--- config.mk ---
export PLATFORM = sky130hd
export DESIGN_NAME = fodtp_smul
export DESIGN_NICKNAME = d
export VERILOG_FILES = /design/src/rtl/fodtp_pkg.sv /design/src/rtl/fodtp_smul.sv
export SDC_FILE = /design/constraint.sdc
export NUM_CORES = 1
export LEC_CHECK = 0
export BUFFER_PORTS_ARGS = -buffer_cell sky130_fd_sc_hd__buf_2
export CAP_MARGIN = 30
export CORE_MARGIN = 3
export CORE_UTILIZATION = 40
export DETAILED_ROUTE_END_ITERATION = 16
export PLACE_DENSITY = 0.7
export SLEW_MARGIN = 30
export SYNTH_ARGS = -nofsm -noshare
export SYNTH_HDL_FRONTEND = slang
export SYNTH_SLANG_ARGS = --single-unit
--- constraint.sdc ---
create_clock -name clk_i -period 4.6 [get_ports clk_i]
set_input_delay 0.46 -clock clk_i [delete_from_list [all_inputs] [get_ports clk_i]]
set_output_delay 0.46 -clock clk_i [all_outputs]
set_load 0.1 [all_outputs]
--- src/rtl/fodtp_pkg.sv ---
`timescale 1ns / 1ps
// Shared constants, types and saturation helpers for the plant model.
// No dependencies.
package fodtp_pkg;

  localparam int DELAY_DEPTH = 256;
  localparam int CFG_IDX_W   = 3;
  localparam int CFG_DATA_W  = 32;
  localparam int IN_W        = 128;
  localparam int OUT_W       = 96;

  localparam logic signed [35:0] FIFTY_Q16 = 36'sd3276800;

  typedef enum logic [2:0] {
    REG_GAIN     = 3'd0,
    REG_OUTFLOW  = 3'd1,
    REG_STEP_MAX = 3'd2,
    REG_LOAD_MIN = 3'd3,
    REG_LOAD_MAX = 3'd4,
    REG_NOISE    = 3'd5,
    REG_TAPS     = 3'd6,
    REG_INTERVAL = 3'd7
  } reg_idx_e;

  typedef enum logic [3:0] {
    S_IDLE, S_MUL_LS, S_LOAD, S_MUL_K, S_SUM, S_MUL_G, S_PV, S_MUL_N, S_FIN
  } state_e;

  typedef struct packed {
    logic               start;
    logic signed [31:0] a;
    logic signed [31:0] b;
  } mul_req_t;

  function automatic logic signed [31:0] sat36(input logic signed [35:0] x);
    logic signed [31:0] r;
    if (x > 36'sd2147483647) r = 32'sh7fffffff;
    else if (x < -36'sd2147483648) r = 32'sh80000000;
    else r = x[31:0];
    return r;
  endfunction

  function automatic logic signed [31:0] q16_sat(input logic [63:0] p);
    logic signed [31:0] r;
    if (p[63:47] == 17'h00000 || p[63:47] == 17'h1ffff) r = p[47:16];
    else if (p[63]) r = 32'sh80000000;
    else r = 32'sh7fffffff;
    return r;
  endfunction

endpackage

--- src/rtl/fodtp_smul.sv ---
`timescale 1ns / 1ps
// Bit-serial signed 32x32 multiplier, one multiplier bit per cycle.
// Depends on fodtp_pkg.
module fodtp_smul (
  input  logic              clk_i,
  input  logic              rst_ni,
  input  fodtp_pkg::mul_req_t req_i,
  output logic              busy_o,
  output logic [63:0]       prod_o
);

  logic signed [32:0] acc_q, acc_d;
  logic [31:0]        lo_q, lo_d;
  logic signed [32:0] a_q, a_d;
  logic [4:0]         cnt_q, cnt_d;
  logic               busy_q, busy_d;
  logic signed [32:0] addend;
  logic signed [32:0] sum;

  always_comb begin
    addend = lo_q[0] ? a_q : 33'sd0;
    sum    = (cnt_q == 5'd31) ? acc_q - addend : acc_q + addend;
    acc_d  = acc_q;
    lo_d   = lo_q;
    a_d    = a_q;
    cnt_d  = cnt_q;
    busy_d = busy_q;
    if (req_i.start) begin
      acc_d  = 33'sd0;
      lo_d   = req_i.b;
      a_d    = {req_i.a[31], req_i.a};
      cnt_d  = 5'd0;
      busy_d = 1'b1;
    end else if (busy_q) begin
      acc_d = {sum[32], sum[32:1]};
      lo_d  = {sum[0], lo_q[31:1]};
      cnt_d = cnt_q + 5'd1;
      if (cnt_q == 5'd31) begin
        busy_d = 1'b0;
      end
    end
  end

  always_ff @(posedge clk_i or negedge rst_ni) begin
    if (!rst_ni) begin
      busy_q <= 1'b0;
      cnt_q  <= 5'd0;
    end else begin
      busy_q <= busy_d;
      cnt_q  <= cnt_d;
    end
  end

  always_ff @(posedge clk_i) begin
    acc_q <= acc_d;
    lo_q  <= lo_d;
    a_q   <= a_d;
  end

  assign busy_o = busy_q;
  assign prod_o = {acc_q[31:0], lo_q};

endmodule

==> flow_summary_export.csv <==
group,metric,value,unit
die,die_w,131.3,um
finish,nets,860,
detailed_routing,ant_nets,0,
yosys,synth_ff_type,"edfxtp_1",
finish,final_cell_mix,"buf_2, edfxtp_1, nor2_1, nand2_1, a21oi_1",
die,fp.dieArea,0.01723,mm^2
sta,rsz0062_at_grt,"yes",
sta,setup_viol,0,
die,core,0.01526,mm^2
grt,antenna_found_initial,0,
yosys,synth_seq_cells,102,
finish,finalNonFillerCells,973,
setup_path,cp-end-kind,"flip-flop",
setup_path,r2r_slack,0.23,ns
clock_network,htreeDepth,3,
clock_network,cts_tree,"done",
job,max-cap-violations,0,
grt,grt_max_degree,62,
detailed_routing,drc_errors,0,
placed_design,dp_cells,956,
finish,drive_gt1_frac,0.2625,
clock_network,post_cts_buffers,0,
power,power,4.956,mW
power,irDropWorstVdd,0.0004159,V
status,status,"finished, final reports clean",
clock_network,clk_latency,0.36,ns
placed_design,place_congestion,0.8832,
yosys,netlist_area,0.006277,mm^2
detailed_routing,dr_total_vias,5193,
die,die_h,131.3,um
grt,track_usage,0.1801,
yosys,async_flop_share,0.05882,
yosys,synth_top_area_cell,"edfxtp_1",
sta,period_needed,4.367,ns
die,start_util,0.4114,
sta,tightest_slew,0.9318,ns
grt,grt.overflow.total,0,
finish,areaGrowthSynthToFinish,19.13,%
placed_design,dp_hpwl,11600,um
finish,n_antenna_cell,0,
power,p_leak,3.307,nW
detailed_routing,finalWirelength,15260,um
yosys,netlist.area_leader.share,0.3062,
yosys,ys_warn_count,0,
sta,holdWs,0.2745,ns
clock_network,cts_buffers,9,
setup_path,critPathArrivalTime,4.61,ns
detailed_routing,drtPass1Iterations,5,
die,io-pin-count,132,
clock_network,cts_sinks,102,
detailed_routing,vias_per_cell,5.337,
hold_path,hp-class,"primary input to flip-flop",
sta,slew_headroom,0.3765,
setup_path,critPathLaunchType,"flip-flop",
yosys,ys_types,64,
sta,hold_viol,0,
setup_path,path_max_fanout,7,
sta,fmaxAchievable,0.2290,GHz
sta,post-route-period-util,0.9494,
placed_design,port_buffers,131,
clock_network,cts_root_buf,"clkbuf_16",
detailed_routing,drt_iter0_drc,454,
finish,layout_commonest_cell,"buf_2",
setup_path,required,4.85,ns
yosys,synth.avg_cell_area,9.917,um^2
sta,drv_slew,0,
die,std_cell_rows,45,
yosys,seq_area_frac_synth,0.4321,
clock_network,clk_path_buf_depth,2,
yosys,postSynthCellCount,633,
yosys,synth.area.top_cells,"edfxtp_1, dfxtp_1, ha_1",
yosys,syn_nets,736,
grt,grt_pass1_wl,25180,um
power,power.density,662.7,mW/mm^2
setup_path,critPathKind,"flip-flop to flip-flop",
grt,grt_pass1_vias,4982,
detailed_routing,wl_per_cell,15.68,um
yosys,synth_edf_count,64,
clock_network,path_clk_slew,0.07,ns
sta,clock_skew,0.009094,ns
==> final timing paths <==
| check | startpoint | endpoint | cells past startpoint |
|---|---|---|---|
| max | a_q[8] | acc_q[28] | 15 |
| max in group asynchronous | rst_ni | cnt_q[2] | 2 |
| min reg2reg | acc_q[22] | acc_q[22] | 2 |
| min in group asynchronous | rst_ni | busy_o | 2 |
| max reg2reg | a_q[8] | acc_q[28] | 15 |
| min | req_i[44] | a_q[12] | 1 |
==> per-layer routing <==
layer	GRT usage	vias to the layer above	wire (um)	part of all wire
li1	-	2623	-	-
met5	0	-	0	0
met2	0.2584	177	6460	0.42
met3	0.05092	26	1208	0.079
met4	0.07060	0	321	0.021
met1	0.2571	2367	7267	0.48
==> repair_timing <==
item | in CTS | in global routing
hold endpoints to repair | 6 | 0
endpoints found under the setup margin | 0 | 3
gates resized for setup | 0 | 2
hold buffers | 1 | 0
==> worst max-delay path, stage by stage, from the launching register on <==
cell and delay [ns]:
edfxtp_1 0.44, or4_1 0.60, or4_1 0.52, a21oi_1 0.28, a21boi_4 0.27, nor2_1 0.08
xor2_1 0.24, ha_1 0.36, a21oi_1 0.21, o21bai_1 0.08, a21o_1 0.19, a21oi_1 0.15
o21ai_0 0.09, a21o_1 0.19, or3_1 0.30, a32o_1 0.25
==> final cells by class <==
cell class                 instances  area, um^2
fill                            1431        7780
inverter                          12       45.04
sequential                       102        2713
tap                              211       264.0
clock buffer                      10       229.0
timing repair buffer             142       743.2
clock inverter                     6       57.56
multi-input combinational        490        3427
==> sequential cells by signal, indices dropped and copies added, names as in the netlist <==
register  cells
cnt_q         5
a_q          32
lo_q         32
busy_o        1
acc_q        32
==> through the flow <==
step	setup TNS [ns]	worst slack (ns)	utilization	cell area (um^2)
floorplan	0	0.01682	-	6307
global placement	0	0.3232	0.4699	7171
detailed placement	0	0.3036	0.4699	7171
CTS	0	0.2648	0.4894	7467
global route	-0.07439	-0.04868	0.4901	7478
finish	0	0.2327	0.4901	7478
==> synth_stat cells (3+ instances only) <==
| master | count |
|---|---|
| nor2b_1 | 4 |
| a31oi_1 | 3 |
| xor2_1 | 29 |
| o21ai_0 | 24 |
| and2_1 | 4 |
| dfxtp_1 | 32 |
| dfrtp_1 | 6 |
| o41ai_1 | 3 |
| o31ai_1 | 5 |
| nor3_1 | 11 |
| o21a_1 | 7 |
| nand3_1 | 18 |
| ha_1 | 35 |
| mux2_2 | 31 |
| clkbuf_1 | 21 |
| buf_1 | 8 |
| nand4_1 | 6 |
| nand2b_1 | 3 |
| or4_1 | 4 |
| mux2i_1 | 14 |
| a211oi_1 | 6 |
| a21o_2 | 4 |
| a22o_1 | 3 |
| and3_1 | 9 |
| a21o_1 | 18 |
| nand2_1 | 54 |
| o21bai_1 | 4 |
| or3_1 | 6 |
| a21oi_1 | 56 |
| nor3b_1 | 3 |
| a311oi_1 | 3 |
| nor2_1 | 61 |
| xnor2_1 | 14 |
| edfxtp_1 | 64 |
| inv_1 | 12 |
| a32o_1 | 5 |
| o211ai_1 | 9 |
==> where the power goes <==
group / total, mW / internal, mW / switching, mW
Clock: 0.749 / 0.382 / 0.367
Sequential: 1.32 / 1.16 / 0.160
Combinational: 2.88 / 0.841 / 2.04
==> cells by family (layout without fill, tap and decap cells) <==
| family | count (synthesis) | in the layout | synth area share |
|---|---|---|---|
| compound gates | 173 | 173 | 0.1884 |
| mux | 45 | 45 | 0.07793 |
| simple gates | 193 | 193 | 0.1441 |
| xor+xnor | 43 | 43 | 0.06000 |
| fa+ha+maj | 36 | 36 | 0.07295 |
| flops | 102 | 102 | 0.4321 |
| buf+inv | 41 | 170 | 0.02452 |
Power figures use the tool's default switching activity.
