<file path="src/rtl/fodtp_umod.sv">
`timescale 1ns / 1ps
// Bit-serial restoring remainder of a 32-bit value by a 16-bit value.
// No dependencies.
module fodtp_umod (
  input  logic        clk_i,
  input  logic        rst_ni,
  input  logic        start_i,
  input  logic [31:0] dividend_i,
  input  logic [15:0] divisor_i,
  output logic        busy_o,
  output logic [15:0] rem_o
);

  logic [31:0] dvd_q, dvd_d;
  logic [15:0] rem_q, rem_d;
  logic [15:0] dsr_q, dsr_d;
  logic [4:0]  cnt_q, cnt_d;
  logic        busy_q, busy_d;
  logic [16:0] trial;

  always_comb begin
    trial  = {rem_q, dvd_q[31]};
    dvd_d  = dvd_q;
    rem_d  = rem_q;
    dsr_d  = dsr_q;
    cnt_d  = cnt_q;
    busy_d = busy_q;
    if (start_i) begin
      dvd_d  = dividend_i;
      rem_d  = 16'd0;
      dsr_d  = divisor_i;
      cnt_d  = 5'd0;
      busy_d = 1'b1;
    end else if (busy_q) begin
      dvd_d = {dvd_q[30:0], 1'b0};
      if (trial >= {1'b0, dsr_q}) begin
        rem_d = 16'(trial - {1'b0, dsr_q});
      end else begin
        rem_d = trial[15:0];
      end
      cnt_d = cnt_q + 5'd1;
      if (cnt_q == 5'd31) begin
        busy_d = 1'b0;
      end
    end
  end

  always_ff @(posedge clk_i or negedge rst_ni) begin
    if (!rst_ni) begin
      busy_q <= 1'b0;
      cnt_q  <= 5'd0;
    end else begin
      busy_q <= busy_d;
      cnt_q  <= cnt_d;
    end
  end

  always_ff @(posedge clk_i) begin
    dvd_q <= dvd_d;
    rem_q <= rem_d;
    dsr_q <= dsr_d;
  end

  assign busy_o = busy_q;
  assign rem_o  = rem_q;

endmodule

</file>
<file path="config.mk">
export PLATFORM = sky130hd
export DESIGN_NAME = fodtp_umod
export DESIGN_NICKNAME = d
export VERILOG_FILES = /design/src/rtl/fodtp_umod.sv
export SDC_FILE = /design/constraint.sdc
export NUM_CORES = 1
export LEC_CHECK = 0
export ABC_AREA = 1
export ABC_CLOCK_PERIOD_IN_PS = 2300
export BUFFER_PORTS_ARGS = -buffer_cell sky130_fd_sc_hd__buf_4
export CORE_ASPECT_RATIO = 2
export CORE_MARGIN = 2
export CORE_UTILIZATION = 55
export CTS_BUF_LIST = sky130_fd_sc_hd__clkbuf_4 sky130_fd_sc_hd__clkbuf_8 sky130_fd_sc_hd__clkbuf_16
export CTS_CLUSTER_DIAMETER = 80
export DETAILED_ROUTE_END_ITERATION = 16
export MAX_ROUTING_LAYER = met4
export PLACE_DENSITY = 0.78
export SYNTH_ARGS = -nofsm -noshare
export SYNTH_HDL_FRONTEND = slang
export SYNTH_SLANG_ARGS = --single-unit
</file>
<file path="constraint.sdc">
create_clock -name clk_i -period 2.3 [get_ports clk_i]
set_input_delay 0.46 -clock clk_i [delete_from_list [all_inputs] [get_ports clk_i]]
set_output_delay 0.46 -clock clk_i [all_outputs]
set_load 0.01 [all_outputs]
</file>
==> impl_metrics.yaml, run 1 <==
critical_path:
  crit_chain: "inv_1 > ha_1 > inv_1 > fa_1 > nand3_1 > nand3_1 > a21oi_1 > xor2_1 > nand2_1 > nand3_1 > nand2_1"
  crit_arrival_ns: 2.37
  cp_slowest_stage_delay_ns: 0.44
  path_buf_inv: 2
  crit_path_end_kind: "register"
  slowest_stage: "fa_1"
  cp_max_fo: 4
  critPathRequiredTime_ns: 2.54
  crit_top_cell: "nand3_1"
  cp-start-kind: "register"
  crit_family: "adder cells"
  critical_path_class: "register to register"
drt:
  vias: 3535
  avgViaCountPerCell: 5.16
  drc: 0
  drt_iter0_markers: 201
  antenna_left: 0
  routedWlPerCell_um: 14.0
  dr.pass1.iters: 4
  wl_mm: 9.59
global_route:
  grt_pass1_vias: 3583
  grt_pass1_wl_mm: 15.9
  track_usage: 0.265
  gr-total-overflow: 0
  antenna_found_initial: 0
  grt_start_max_net_pins: 41
yosys:
  syn_nets: 584
  syn-cell-area_um2: 4040
  synthDistinctLibCells: 33
  synthCells: 514
  syn_area_per_cell_um2: 7.86
  yosysSeqAreaShare: 0.474
  synth_seq_cells: 70
  yosys_warnings: 0
power:
  ir_worst_vdd_mv: 0.581
  power_density_nw_per_um2: 999
  p_leak_nw: 2.60
sta:
  maxSlewViolCount: 0
  tns_ns: 0
  fin_ws_ns: 0.170
  finalClockSkew_ns: 0.00704
  setup_viol: 0
  grt_setup_unrepaired: "false"
  fmax_ghz: 0.470
  fin_crit_ns: 2.13
  slew-limit-headroom: 0.698
  tightest_slew_ns: 0.453
  hold_viol_final: 0
  fin_crit_sh: 0.926
finish:
  drive_gt1_frac: 0.182
  mostFrequentLayoutCells: "nand2_1 (220), inv_1 (76), buf_4 (74)"
  fillers: 614
  syn2layout_area_growth_pct: 22.0
  final_common_cell: "nand2_1"
  regArea_um2: 1910
  finalInstanceArea_um2: 4930
  fin_cells: 685
  fin_nets: 658
  n_antenna_cell: 0
  multiInputGateArea_um2: 1760
clock_tree:
  clk_pin_slew_ns: 0.06
  clk_path_buf_depth: 2
  cts-resized-gates: 0
  clk_latency_ns: 0.34
  cts_sinks: 70
  cts_root_buf: "clkbuf_16"
  htreeDepth: 3
  cts_buffers: 9
  cts_tree: "built"
place:
  port_buffers: 67
  postPlaceCellArea_um2: 4640
  dp_hpwl_mm: 6.99
  dp_worst_setup_slack_ns: 0.191
  routabilityCongestion: 1.05
  dpl.cell_count: 668
flow_run:
  drv_cap: 0
floorplanning:
  initial_core_util: 0.560
  die_height_um: 125
  die_area_um2: 8080
  die_x_um: 64.6
  ioPinCount: 68
  rows: 44
  core_area_um2: 7210
run_status:
  status: "completed"
min_path:
  hold_path_class: "input port to register"
[cell type report]
cell class	instances	share of cell area
Clock buffer	13	0.0518
Timing Repair Buffer	75	0.115
Clock inverter	3	0.00432
Sequential cell	70	0.388
Inverter	78	0.0594
Multi-Input combinational cell	354	0.358
Tap cell	92	0.0234
[final timing paths]
path                               from        end  slack (ns)  cells after the start
min in group asynchronous        rst_ni   cnt_q[4]        0.45                      2
max reg2reg                   dvd_q[31]   rem_o[8]        0.17                     11
min reg2reg                   rem_o[11]  rem_o[11]        0.49                      2
max in group asynchronous        rst_ni     busy_o        1.72                      2
min                        divisor_i[1]   dsr_q[1]        0.29                      1
max                           dvd_q[31]   rem_o[8]        0.17                     11
[cell usage after synthesis (all sizes together)]
cell type	instances	area, um^2
a21oi	9	48.8
a22o	1	8.76
a31oi	1	6.26
and2	3	18.8
buf	4	38.8
clkbuf	8	30.0
dfrtp	6	150
dfxtp	16	320
edfxtp	48	1440
fa	1	20.0
ha	18	225
inv	78	293
nand2	226	873
nand3	41	225
nand3b	7	52.6
nand4	4	25.0
nor2	20	116
nor3	7	35.0
nor4	1	6.26
o21ai	7	35.0
or2	1	6.26
xnor2	6	52.6
xor2	1	8.76
[layer usage]
layer / share of wire / vias up / global-route usage
li1: - / 1766 / -
met1: 0.36 / 1639 / 0.268
met2: 0.55 / 102 / 0.466
met3: 0.043 / 28 / 0.0360
met4: 0.041 / 0 / 0.168
met5: 0 / - / -
[cells by family (layout without fill, tap and decap cells)]
family | after synthesis | after routing | synth area share
adder cells (fa/ha/maj) | 19 | 19 | 0.0607
AO/OA/AOI/OAI | 18 | 18 | 0.0245
AND/OR/NAND/NOR | 310 | 310 | 0.337
buffers and inverters | 90 | 169 | 0.0896
XOR/XNOR | 7 | 7 | 0.0152
flip-flops | 70 | 70 | 0.474
[per-stage QoR]
stage / total power [W] / hold slack [ns] / util
3_3_place_gp: 0.00358 / 0.269 / 0.643
6_report: 0.00492 / 0.293 / 0.683
2_1_floorplan: 0.00306 / 0.164 / -
4_1_cts: 0.00491 / 0.289 / 0.683
5_1_grt: 0.00523 / 0.292 / 0.683
3_5_place_dp: 0.00360 / 0.275 / 0.643
[power by group]
| group | leakage [nW] | internal [W] | total (W) | switching [W] |
|---|---|---|---|---|
| clock network | 0.137 | 0.000778 | 0.00131 | 0.000527 |
| logic | 1.74 | 0.000776 | 0.00195 | 0.00118 |
| registers | 0.718 | 0.00154 | 0.00166 | 0.000124 |
| total | 2.60 | 0.00309 | 0.00492 | 0.00183 |
[sequential cells by signal, indices dropped and copies added, names as in the netlist]
name,cells
cnt_q,5
dsr_q,16
dvd_q,32
rem_o,16
busy_o,1
[worst register-to-register path, cell delays in order (launching register included)]
cell and delay, ns:
edfxtp_1 0.36, inv_1 0.08, ha_1 0.16, inv_1 0.09, fa_1 0.44, nand3_1 0.11, nand3_1 0.17, a21oi_1 0.26
xor2_1 0.17, nand2_1 0.07, nand3_1 0.07, nand2_1 0.06
[what timing repair did]
action | in CTS | in global routing
endpoints found under the hold margin | 6 | 0
setup buffers | 0 | 0
hold buffers | 1 | 0
Note: power is estimated with default switching activity, not from simulation.
==> run 2: changes to the inputs <==
CELL_PAD_IN_SITES_DETAIL_PLACEMENT = 1   (was unset)
CELL_PAD_IN_SITES_GLOBAL_PLACEMENT = 1   (was unset)
CORE_UTILIZATION = 41   (was 55)
PLACE_DENSITY = 0.79   (was 0.78)
SLEW_MARGIN = 20   (was unset)
TNS_END_PERCENT = 100   (was unset)
==> impl_metrics.yaml, run 2 (same netlist as run 1, synthesis figures left out) <==
floorplanning:
  rows: 51
  ioPinCount: 68
  initial_core_util: 0.419
  die_x_um: 74.2
  die_area_um2: 10700
  die_height_um: 144
  core_area_um2: 9640
global_route:
  grt_pass1_vias: 3931
  gr-total-overflow: 0
  antenna_found_initial: 0
  track_usage: 0.236
  grt_util_met3: 0.0369
  grt_pass1_wl_mm: 18.3
  grt_start_max_net_pins: 46
  gr-usage-met2: 0.441
  grt_use_met1: 0.221
  top_usage_layer: "met2"
min_path:
  hold_path_class: "input port to register"
  min-delay-start: "divisor_i[11]"
  holdPathStages: 1
  whs_endpoint: "dsr_q[11]"
finish:
  mostFrequentLayoutCells: "nand2_1 (220), inv_1 (76), buf_4 (72)"
  fillers: 1210
  syn2layout_area_growth_pct: 24.1
  largest_reg_flops: 32
  drive_gt1_frac: 0.184
  finalInstanceArea_um2: 5010
  regMostFlops: "dvd_q"
  fin_nets: 657
  final_common_cell: "nand2_1"
  utilization: 0.520
  n_antenna_cell: 0
power:
  power_density_nw_per_um2: 1020
  p_leak_nw: 2.62
  ir_worst_vdd_mv: 0.576
drt:
  drc: 0
  drt_iter0_markers: 97
  wl_mm: 11.3
  avgViaCountPerCell: 5.00
  antenna_left: 0
  dr.pass1.iters: 4
  vias: 3619
  routedWlPerCell_um: 15.7
critical_path:
  crit_arrival_ns: 2.36
  crit_path_end_kind: "register"
  reg2regPathDepth: 14
  critPathRequiredTime_ns: 2.53
  reg2reg_slack_ns: 0.17
  cp_max_fo: 4
  critical_path_class: "register to register"
  r2r_start: "dvd_q[31]"
  cp-start-kind: "register"
  reg2reg_to: "rem_o[14]"
clock_tree:
  cts_sinks: 70
  htreeDepth: 3
  cts_root_buf: "clkbuf_16"
  clk_pin_slew_ns: 0.06
  cts_buffers: 9
  cts_tree: "built"
  clk_latency_ns: 0.33
  postCtsSetupBuffers: 0
  clk_path_buf_depth: 2
sta:
  slew-limit-headroom: 0.405
  tightest_slew_ns: 0.891
  maxSlewViolCount: 0
  finalClockSkew_ns: 0.00475
  setup_viol: 0
  fin_crit_sh: 0.927
  hold_slack_ns: 0.303
  hold_viol_final: 0
  fin_crit_ns: 2.13
  fmax_ghz: 0.469
place:
  routabilityCongestion: 0.919
  postPlaceCellArea_um2: 4690
  port_buffers: 67
  dp_hpwl_mm: 8.72
flow_run:
  drv_cap: 0
run_status:
  status: "completed"
run 2: changes by cell type in the layout (fill, tap and decap cells not counted), sizes merged:
| cell | before | now |
|---|---|---|
| bufinv | 0 | 1 |
| clkinv | 2 | 3 |
| buf | 74 | 73 |
| clkbuf | 13 | 12 |
| clkinvlp | 1 | 0 |
run 2: final cells by class:
type	instances	area (um^2)	area share
repair buffers	74	571	0.114
well taps	132	165	0.0330
inverters	78	293	0.0584
multi-input cells	354	1780	0.354
clock inverters	4	47.5	0.00949
flip-flops and latches	70	1910	0.381
clock buffers	12	248	0.0494
run 2: through the flow:
step	std cells	setup slack (ns)	total power, W	TNS, ns
final	724	0.169	0.00511	0
after global placement	707	0.119	0.00365	0
after detailed placement	707	0.0481	0.00372	0
after global routing	724	-0.00339	0.00543	-0.00339
after CTS	724	0.00134	0.00515	0
after floorplan	514	0.358	0.00306	0
run 2: worst max-delay path, cell delays in order, from the launching register on:
cell,delay (ns)
edfxtp_1,0.36
inv_1,0.09
ha_1,0.15
inv_1,0.09
fa_2,0.40
nand3_1,0.12
nand3_2,0.15
nand2_1,0.10
nand2_1,0.09
nand2_1,0.15
nand2_1,0.08
nand2_1,0.08
nand3_2,0.06
nand2_1,0.07
nand2_1,0.04
run 2: worst max path at each step:
stage               startpoint         to  slack, ns  cells after the start
detailed placement   dvd_q[31]  rem_o[14]       0.05                     14
floorplan              start_i   dvd_q[0]       0.36                      3
global placement     dvd_q[31]  rem_o[14]       0.12                     14
finish               dvd_q[31]  rem_o[14]       0.17                     14
global route         dvd_q[31]  rem_o[14]     -0.003                     14
CTS                  dvd_q[31]  rem_o[14]      0.001                     14
run 2: power by group:
group | internal, W | total (W) | switching (W)
logic | 0.000790 | 0.00203 | 0.00125
registers | 0.00154 | 0.00168 | 0.000143
clock network | 0.000873 | 0.00140 | 0.000526
run 2: repair_timing:
| action | CTS | global route |
|---|---|---|
| setup endpoints to repair | 0 | 11 |
| hold buffers | 1 | 0 |
| gates resized for setup | 0 | 3 |
| hold endpoints to repair | 6 | 0 |
run 2: layer usage:
metal / part of all wire / up-vias
met3: 0.037 / 33
met1: 0.33 / 1729
met2: 0.58 / 91
met5: 0 / -
met4: 0.046 / 0
li1: - / 1766
==> run 3: changes to the inputs <==
CORE_UTILIZATION = 43   (was 41)
CTS_BUF_LIST = sky130_fd_sc_hd__clkbuf_4   (was sky130_fd_sc_hd__clkbuf_4 sky130_fd_sc_hd__clkbuf_8 sky130_fd_sc_hd__clkbuf_16)
PLACE_DENSITY = 0.83   (was 0.79)
RECOVER_POWER = 50   (was unset)
==> impl_metrics.yaml, run 3 (same netlist as run 1, synthesis figures left out) <==
run_status:
  status: "completed"
place:
  dp_worst_setup_slack_ns: 0.0412
  port_buffers: 67
  postPlaceCellArea_um2: 4660
  routabilityCongestion: 0.899
  dp_hpwl_mm: 8.61
finish:
  syn2layout_area_growth_pct: 20.5
  utilization: 0.526
  finalInstanceArea_um2: 4870
  final_common_cell: "nand2_1"
  largest_reg_flops: 32
  drive_gt1_frac: 0.185
  fin_nets: 659
  mostFrequentLayoutCells: "nand2_1 (220), inv_1 (76), buf_4 (55)"
  regMostFlops: "dvd_q"
critical_path:
  cp-start-kind: "register"
  cp_max_fo: 18
  critPathRequiredTime_ns: 2.64
  reg2reg_slack_ns: 0.10
  critical_path_class: "register to register"
  reg2regPathDepth: 9
  r2r_start: "rem_o[12]"
  crit_path_end_kind: "register"
  reg2reg_to: "rem_o[5]"
  crit_arrival_ns: 2.53
min_path:
  whs_endpoint: "dsr_q[15]"
  holdPathStages: 1
  hold_path_class: "input port to register"
  min-delay-start: "divisor_i[15]"
power:
  power_density_nw_per_um2: 966
  ir_worst_vdd_mv: 0.499
  power_w: 0.00470
  p_leak_nw: 2.54
floorplanning:
  ioPinCount: 68
  initial_core_util: 0.436
  die_x_um: 72.5
  core_area_um2: 9260
  die_height_um: 141
  die_area_um2: 10200
  rows: 50
drt:
  drc: 0
  vias: 3604
  avgViaCountPerCell: 5.16
  wl_mm: 11.2
  drt_iter0_markers: 112
  dr.pass1.iters: 6
  antenna_left: 0
  routedWlPerCell_um: 16.1
sta:
  finalClockSkew_ns: 0.0119
  fin_crit_ns: 2.20
  maxSlewViolCount: 0
  setup_viol: 0
  fmax_ghz: 0.455
  tns_ns: 0
  tightest_slew_ns: 0.863
  slew-limit-headroom: 0.425
  fin_crit_sh: 0.955
  fin_ws_ns: 0.104
  hold_viol_final: 0
global_route:
  grt_pass1_wl_mm: 18.4
  antenna_found_initial: 1
  grt_start_max_net_pins: 44
  gr-total-overflow: 0
  track_usage: 0.244
  grt_pass1_vias: 3892
clock_tree:
  clk_pin_slew_ns: 0.13
  htreeDepth: 3
  cts_sinks: 70
  cts_root_buf: "clkbuf_4"
  cts_tree: "built"
  clk_latency_ns: 0.44
  cts_buffers: 9
  clk_path_buf_depth: 2
flow_run:
  drv_cap: 0
run 3: timing repair:
action / 4_1_cts / 5_1_grt
hold endpoints to repair: 6 / 0
hold buffers: 1 / 0
gates resized for setup: 1 / 3
pin swaps: 0 / 1
endpoints found under the setup margin: 1 / 5
buffers inserted: 0 / 2
run 3: layout make-up:
cell class	instances	area (um^2)
multi-input cells	354	1790
repair buffers	76	576
well taps	104	130
clock buffers	11	82.6
fillers	1179	4390
clock inverters	5	85.1
flip-flops and latches	70	1910
inverters	78	293
diodes	1	2.50
run 3: how the worst max path moves through the flow:
stage | depth (start not counted) | slack, ns | from | end
after detailed placement | 14 | 0.04 | dvd_q[31] | rem_o[14]
after floorplan | 3 | 0.36 | start_i | dvd_q[0]
after CTS | 14 | 0.01 | dvd_q[31] | rem_o[14]
after global routing | 9 | -0.02 | rem_o[13] | rem_o[5]
final | 9 | 0.10 | rem_o[12] | rem_o[5]
after global placement | 14 | 0.06 | dvd_q[31] | rem_o[14]
run 3: metal layers:
| layer | share of wire | track usage | up-vias |
|---|---|---|---|
| li1 | - | - | 1775 |
| met1 | 0.34 | 0.229 | 1706 |
| met2 | 0.58 | 0.444 | 87 |
| met3 | 0.030 | 0.0400 | 36 |
| met4 | 0.052 | 0.147 | 0 |
| met5 | 0 | - | - |
run 3: where the power goes:
group,internal [W],switching (W),total [W]
Combinational,0.000814,0.00127,0.00208
Clock,0.000469,0.000476,0.000945
Sequential,0.00153,0.000145,0.00168
Total,0.00282,0.00189,0.00470
run 3: through the flow:
| stage | hold WS [ns] | instances |
|---|---|---|
| 2_1_floorplan | 0.164 | 514 |
| 3_3_place_gp | 0.271 | 679 |
| 3_5_place_dp | 0.270 | 679 |
| 4_1_cts | 0.142 | 696 |
| 5_1_grt | 0.172 | 699 |
| 6_report | 0.206 | 699 |
run 3: critical path, stage by stage (launching register included):
cell,delay (ns)
dfxtp_1,0.38
ha_1,0.43
nand2_1,0.12
nor3_2,0.21
and2_1,0.28
nand2_8,0.15
nand2_4,0.22
nand2_1,0.13
nand3_1,0.10
nand2_1,0.07
